### config.mk
export PLATFORM = sky130hd
export DESIGN_NAME = prsa_totals
export DESIGN_NICKNAME = d
export VERILOG_FILES = /design/src/design/prsa_pkg.sv /design/src/design/prsa_totals.sv
export SDC_FILE = /design/constraint.sdc
export NUM_CORES = 2
export LEC_CHECK = 0
export BUFFER_PORTS_ARGS = -buffer_cell sky130_fd_sc_hd__buf_2
export CAP_MARGIN = 30
export CORE_UTILIZATION = 30
export DETAILED_ROUTE_END_ITERATION = 12
export PLACE_DENSITY = 0.47
export SETUP_SLACK_MARGIN = 0.2
export SLEW_MARGIN = 5
export SYNTH_ARGS = -nofsm -noshare
export SYNTH_HDL_FRONTEND = slang
export SYNTH_SLANG_ARGS = --single-unit
### constraint.sdc
create_clock -name clk -period 11.5 [get_ports clk]
set_input_delay 1.725 -clock clk [delete_from_list [all_inputs] [get_ports clk]]
set_output_delay 1.725 -clock clk [all_outputs]
set_load 0.005 [all_outputs]
### src/design/prsa_pkg.sv
package prsa_pkg;

  localparam int unsigned ADDR_W = 52;

  typedef enum logic [1:0] {
    OP_ADD   = 2'd0,
    OP_ALLOC = 2'd1,
    OP_FREE  = 2'd2,
    OP_NONE  = 2'd3
  } op_t;

  typedef enum logic [2:0] {
    RT_USABLE         = 3'd0,
    RT_RESERVED       = 3'd1,
    RT_ACPI_RECLAIM   = 3'd2,
    RT_ACPI_NVS       = 3'd3,
    RT_BAD            = 3'd4,
    RT_LOADER_RECLAIM = 3'd5,
    RT_KERNEL         = 3'd6,
    RT_FRAMEBUFFER    = 3'd7
  } rtype_t;

  typedef enum logic [1:0] {
    ST_OK    = 2'd0,
    ST_EMPTY = 2'd1,
    ST_FULL  = 2'd2
  } status_t;

  typedef enum logic {
    S_IDLE = 1'b0,
    S_EXEC = 1'b1
  } seq_state_t;

  // update request from the sequencer to the statistics unit
  typedef struct packed {
    logic   en;
    op_t    op;
    rtype_t rtype;
  } tot_ctl_t;

  typedef struct packed {
    logic [ADDR_W-1:0] overall;
    logic [ADDR_W-1:0] usable;
    logic [ADDR_W-1:0] reserved;
    logic [ADDR_W-1:0] bad;
    logic [ADDR_W-1:0] kernel;
    logic [ADDR_W-1:0] framebuffer;
    logic [ADDR_W-1:0] reclaimable;
  } tot_t;

  function automatic logic [ADDR_W-1:0] sat_add(input logic [ADDR_W-1:0] a,
                                                input logic [ADDR_W-1:0] b);
    logic [ADDR_W:0] s;
    s = {1'b0, a} + {1'b0, b};
    return s[ADDR_W] ? {ADDR_W{1'b1}} : s[ADDR_W-1:0];
  endfunction

endpackage

### src/design/prsa_totals.sv
module prsa_totals import prsa_pkg::*; #(
  parameter int unsigned PAGE_BYTES = 4096
) (
  input  logic              clk,
  input  logic              rst_n,
  input  tot_ctl_t          ctl,
  input  logic [ADDR_W-1:0] bytes,
  output tot_t              totals
);

  localparam logic [ADDR_W-1:0] PAGE_LEN = ADDR_W'(PAGE_BYTES);

  tot_t tot_r;
  tot_t tot_nxt;

  always_comb begin
    tot_nxt = tot_r;
    if (ctl.en) begin
      unique case (ctl.op)
        OP_ADD: begin
          tot_nxt.overall = sat_add(tot_r.overall, bytes);
          unique case (ctl.rtype)
            RT_USABLE:         tot_nxt.usable      = sat_add(tot_r.usable, bytes);
            RT_RESERVED:       tot_nxt.reserved    = sat_add(tot_r.reserved, bytes);
            RT_ACPI_RECLAIM,
            RT_LOADER_RECLAIM: tot_nxt.reclaimable = sat_add(tot_r.reclaimable, bytes);
            RT_BAD:            tot_nxt.bad         = sat_add(tot_r.bad, bytes);
            RT_KERNEL:         tot_nxt.kernel      = sat_add(tot_r.kernel, bytes);
            RT_FRAMEBUFFER:    tot_nxt.framebuffer = sat_add(tot_r.framebuffer, bytes);
            RT_ACPI_NVS:       ; // overall only
            default:           ;
          endcase
        end
        OP_ALLOC: begin
          tot_nxt.usable = (tot_r.usable > PAGE_LEN) ? tot_r.usable - PAGE_LEN : '0;
        end
        OP_FREE: begin
          tot_nxt.usable = sat_add(tot_r.usable, PAGE_LEN);
        end
        OP_NONE: ;
        default: ;
      endcase
    end
  end

  always_ff @(posedge clk) begin
    if (!rst_n) begin
      tot_r <= '0;
    end else begin
      tot_r <= tot_nxt;
    end
  end

  assign totals = tot_r;

endmodule

* After elaboration in Yosys (flattened, before gate mapping)
Index checks and enable logic that the tools add are counted.
W data, S select, Z words.
** Storage, ports and cells
- Bits in writable memories :: 0
- Logic and storage cells :: 48
- Output and inout port bits :: 364
- Memory bits (read-only) :: 0
- Memories :: 0
- Register bits after elaboration :: 364
- Bits in latches :: 0
- Input bits :: 60
** Operators by class
- Shift-type cells :: 0
- Reduce and logical (&&, ||, !) cells :: 11
- Multiply operators :: 0
- Bitwise operators :: 0
- Magnitude comparators :: 1
- Add/subtract/negate cells :: 9
- Div/mod/pow operators :: 0
- Multiplexer cells :: 11
- Equal/unequal tests :: 9
** Operators with widths (count)
- $mux W52 :: 10
- $add A52 B52 Y53 :: 7
- $pmux W52 S3 :: 1
- $add A52 B13 Y53 const B :: 1
- $gt A52 B13 Y1 const B :: 1
- $sub A52 B13 Y52 const B :: 1
- $reduce_and A3 Y1 :: 6
- $eq A3 B3 Y1 const B :: 4
- $eq A3 B1 Y1 const B :: 1
- $eq A3 B2 Y1 const B :: 1
- $logic_not A3 Y1 :: 1
- $reduce_bool A3 Y1 :: 1
- $eq A2 B1 Y1 const B :: 1
- $eq A2 B2 Y1 const B :: 1
- $logic_not A2 Y1 :: 1
- $ne A2 B1 Y1 const B :: 1
- $reduce_and A2 Y1 :: 1
- $reduce_or A2 Y1 :: 1

* Longest topological paths before layout
- Word-level depth :: 4
- Depth in mapped cells :: 16
- Mapped depth without buffers :: 14

* Worst setup path before layout
OpenSTA, ideal clock, no wires.
- Kind :: input to register
- From :: input port bytes[0]
- To :: register tot_r, in the netlist totals[273]
- Stages on the path :: 16
- Path buffers :: 3
- Setup slack :: 6.356 ns
- Data required time :: 11.379 ns
- Setup time :: 0.121 ns
- Arrival :: 5.023 ns
- Path through :: ha_1 -> fa_1 -> a211oi_1 -> o21bai_1 -> a211oi_1 -> nor4b_1 -> o31a_1 -> a211oi_2 -> o21a_1 -> nor2_1 -> or3_1 -> clkbuf_1 -> buf_2 -> buf_1 -> o221ai_1 -> nand2_1
** Between the ends
- Word-level cells in the longest chain between the ends :: 4
** Ends and longest elaborated chain
- start, declared :: line prsa_totals.sv:7 : input logic [ADDR_W-1:0] bytes,
- $add A52 B52 Y53 :: line prsa_pkg.sv:54 : s = {1'b0, a} + {1'b0, b};
- $mux W52 :: line prsa_pkg.sv:55 : return s[ADDR_W] ? {ADDR_W{1'b1}} : s[ADDR_W-1:0];
- $mux W52 :: line prsa_totals.sv:22 : unique case (ctl.rtype)
- $pmux W52 S3 :: line prsa_totals.sv:19 : unique case (ctl.op)
- end signal, assigned :: line prsa_totals.sv:50 : tot_r <= tot_nxt;
- end, declared :: line prsa_totals.sv:13 : tot_t tot_r;
No other way between the ends. The select of a mux whose other input is x is not followed.
A chain may end at the register's enable or synchronous reset.

* Worst setup path after layout
- From :: input port bytes[0]
- To :: register tot_r, in the netlist totals[52]
** Between the ends
- Word-level cells in the longest chain between the ends :: 2
** Ends and longest elaborated chain (line)
- $add A52 B52 Y53 :: prsa_pkg.sv:54
- $mux W52 :: prsa_pkg.sv:55
No other way between the ends.

==> Implementation_results.wiki <==
{| class="wikitable"
! Metric !! Value
|-
| Sink Count || ~360
|-
| Worst Setup Path Type || in -> reg
|-
| Least-Margin Pin Slew || 1073 ps
|-
| Sw Share || 34.79%
|-
| #FFs+latches synth || 364
|-
| Clock transition at the registers of the reported paths || 60 ps
|-
| Area taken by multi-input logic gates || 0.02466 mm2
|-
| Antenna violations before repair || 1
|-
| Count of input and output buffers || 423
|-
| Count of hold buffers inserted by post-cts repair || 0
|-
| Data required time of the worst path || 11990 ps
|-
| Cells on worst reg2reg path || 15
|-
| TritonCTS clock tree || yes
|-
| Cell depth of the worst min-delay path || 1
|-
| Core box area || about 0.11 mm2
|-
| Number of nets produced by synthesis || 4804
|-
| Combined flip-flop and latch cell area || 0.007287 mm2
|-
| Area share of the largest cell type after synthesis || 21.99%
|-
| Die width || 334.3 um
|-
| Count of buffers added by post-CTS timing repair for setup || 0
|-
| Layout cell share with drive strength beyond 1 || about 14%
|-
| Number of antenna diodes || 0
|-
| Post-Synthesis Cells || 4366
|-
| Average vias per placed instance || 5.531
|-
| Floorplan die height || 334.3 um
|-
| Kind of end point of the critical path || flip-flop
|-
| Normalized max-slew margin || 27.88%
|-
| Yosys warns || 0
|-
| Count of instances resized after the clock tree is built || 0
|-
| Startpoint type of the worst setup path || input port
|-
| Highest attainable clock frequency || 170.3 MHz
|-
| Reg2reg end || totals[52]
|-
| Part of the Yosys area used for sequential elements || 21.99%
|-
| Iter 0 DRT Violations || roughly 2100
|-
| Setup repair after global routing missed its margin || false
|-
| Area of the die || 0.1118 mm2
|-
| Final wirelength || roughly 130000 um
|-
| R2R Path Start || totals[52]
|-
| Wirelength per Cell || 21.19 um
|-
| Post-layout worst setup margin || between 5000 and 6000 ps
|-
| Syn Std Cell Area || 0.03313 mm2
|-
| Number of nets in the layout || 5060
|-
| Worst path slowest cell || a21oi_4
|-
| Internal power || 2.549 mW
|-
| Leading register cell type out of synthesis || dfxtp_1
|-
| Biggest area consumer among synthesized cells || dfxtp_1
|-
| Register share of total power || 35.1%
|-
| Pin count of the biggest net entering global routing || 109
|-
| Post-Route Skew || 24.74 ps
|-
| Commonest non-fill, non-tap cell in the layout || a21oi_1
|-
| Family of cells with the greatest summed delay on the critical path || compound AO/OA/AOI/OAI gates
|-
| Count of pins on the block boundary || 424
|-
| Number of enable-type register cells in the synthesized netlist || 0
|-
| Worst IR Drop VDD || 0.0001180 V
|-
| Result of the run || complete, no violations
|-
| Aggregate global-route resource usage || approximately 22%
|-
| Reg-to-reg setup timing slack || 6660 ps
|-
| Master cell of the clock root buffer || clkbuf_16
|-
| Number of flip-flops in the largest register || 364
|-
| Switch Pwr || 1.360 mW
|-
| Synthesized area divided by synthesized cell count || approximately 7.6 um2
|-
| Pins over their slew limit || 0
|-
| Dpl ws || 4961 ps
|-
| Min Tclk post-route || 5873 ps
|-
| Number of inserted filler cells in the final layout || ~12000
|-
| RD Place Congestion || between 0.8 and 0.9
|-
| Residual DRC count || 0
|-
| First-pass iteration count of the detailed router || 5
|-
| Type of the worst min-delay path || reg -> reg
|-
| Series of cell instances along the critical path || buf_2, ha_1, fa_1, a21o_1, a21oi_1, nor2b_1, o211ai_1, nand3_1, a21oi_1, o211ai_1, a21oi_1, nor3_1, o221a_2, a21oi_4, buf_4, a21oi_1
|-
| Row count || between 100 and 150
|-
| Area growth syn-to-layout || 14.85%
|-
| Share of total power in combinational logic || between 20 and 30%
|-
| Critical Path Most Common Cell || a21oi_1
|-
| Arrival @ worst endpoint || roughly 6400 ps
|-
| H-Tree Depth || 2
|-
| Number of buffers created by CTS || slightly above 50
|-
| Detailed placement HPWL || a little over 100000 um
|-
| Initial standard-cell utilization of the core || a little over 30%
|-
| Post-synthesis async set-or-reset flop share || 0%
|-
| Commonest cells after routing, fill and taps aside || a21oi_1, o21ai_0, buf_2
|-
| Top area cells in the synthesized netlist || dfxtp_1, ha_1, a21oi_1
|-
| Residual antenna-violating net count after detailed routing || 0
|-
| Via count of the routed design || 33936
|-
| Max Cap Violations || 0
|-
| Residual overflow from global routing || 0
|-
| Aggregate negative setup slack || 0 ps
|-
| Global-route wire length before repair || 195100 um
|-
| Unique masters post-synth || 82
|-
| Largest driver fanout on the critical path || 32
|-
| Crit path buffers/inverters || 2
|-
| End point of the most critical hold path || totals[221]
|-
| Max stage delay on crit path || ~510 ps
|-
| PD cells || a little over 100 mW/mm2
|-
| Clock tree buffer depth || 3
|-
| Portion of the clock cycle consumed by the worst path in the final layout || 51.07%
|-
| Final-report hold violation count || 0
|-
| Via count of the first global-routing pass || roughly 33000
|-
| Later-pin clock latency in the skew report || between 600 and 700 ps
|-
| Leakage Power || 17.49 nW
|-
| Fraction of power consumed by the clock network || 39.6%
|-
| Worst hold start || totals[221]
|-
| Setup Viol. Count Final || 0
|}
==> final cells by class <==
class	instances	area share, %
clock buffers	74	3.738
clock inverters	17	0.3617
inverters	83	0.8187
multi-input cells	3669	64.80
flip-flops and latches	364	19.15
well taps	1476	4.853
repair buffers	453	6.277
==> per-stage QoR <==
stage	instances	util (%)	power [mW]	instance area (um2)	hold WS, ps
floorplan	4366	-	2.061	33130	518.0
global placement	6041	33.37	2.379	36430	544.0
detailed placement	6044	33.41	2.378	36470	550.3
CTS	6135	34.84	3.952	38030	566.6
global route	6136	34.86	4.111	38050	579.3
finish	6136	34.86	3.909	38050	562.6
==> worst max-delay path by stage <==
| stage | from | to | slack, ps | depth (start not counted) |
|---|---|---|---|---|
| after floorplan | bytes[0] | totals[273] | 6360 | 16 |
| final | bytes[0] | totals[52] | 5630 | 16 |
| after CTS | bytes[0] | totals[52] | 5630 | 16 |
| after global routing | bytes[0] | totals[68] | 5350 | 16 |
| after global placement | bytes[0] | totals[53] | 5080 | 16 |
| after detailed placement | bytes[0] | totals[56] | 4960 | 16 |
==> power by group through the flow <==
stage               sequential [mW]  combinational, mW  clock (mW)
floorplan                      1.37              0.695           0
global placement               1.40              0.981           0
detailed placement             1.40              0.980           0
CTS                            1.37              0.987        1.59
global route                   1.38               1.09        1.64
finish                         1.37              0.990        1.55
==> cells by family (layout without fill, tap and decap cells) <==
family | count (synthesis) | in the layout | synth area share, %
XOR/XNOR | 350 | 350 | 9.252
flip-flops | 364 | 364 | 21.99
AND/OR/NAND/NOR | 1040 | 1040 | 15.02
buffers and inverters | 333 | 627 | 3.840
AO/OA/AOI/OAI | 1901 | 1901 | 35.46
adder cells (fa/ha/maj) | 378 | 378 | 14.43
==> layer usage <==
metal  global-route usage [%]  vias up  part of all wire, %  routed length, um
met4                    5.524        0                  2.4               3093
met5                        0        -                    0                  0
met3                    5.653      141                  7.0               9055
met1                    28.33    16081                   45              58100
li1                         -    16916                    -                  -
met2                    37.30      798                   46              59750
==> Yosys cell counts, types with 74 or more instances <==
cell and count:
a21o_1 196, nand3_1 107, o21ai_0 496, xor2_1 155, inv_1 83, ha_1 371
clkbuf_1 225, nand4_1 74, xnor2_1 195, dfxtp_1 364, nor2_1 229, a21oi_1 701
nand2_1 338
==> worst register-to-register path: stages (launching register included) <==
cell      delay [ps]
dfxtp_1          330
ha_1             230
fa_1             420
a21o_1           190
a21oi_1          230
nor2b_1          120
o211ai_1         300
nand3_1          270
a21oi_1          360
o211ai_1         260
a21oi_1          420
nor3_1           130
o221a_2          300
a21oi_4          510
buf_4            490
a21oi_1          150
Power figures use the tool's default switching activity.
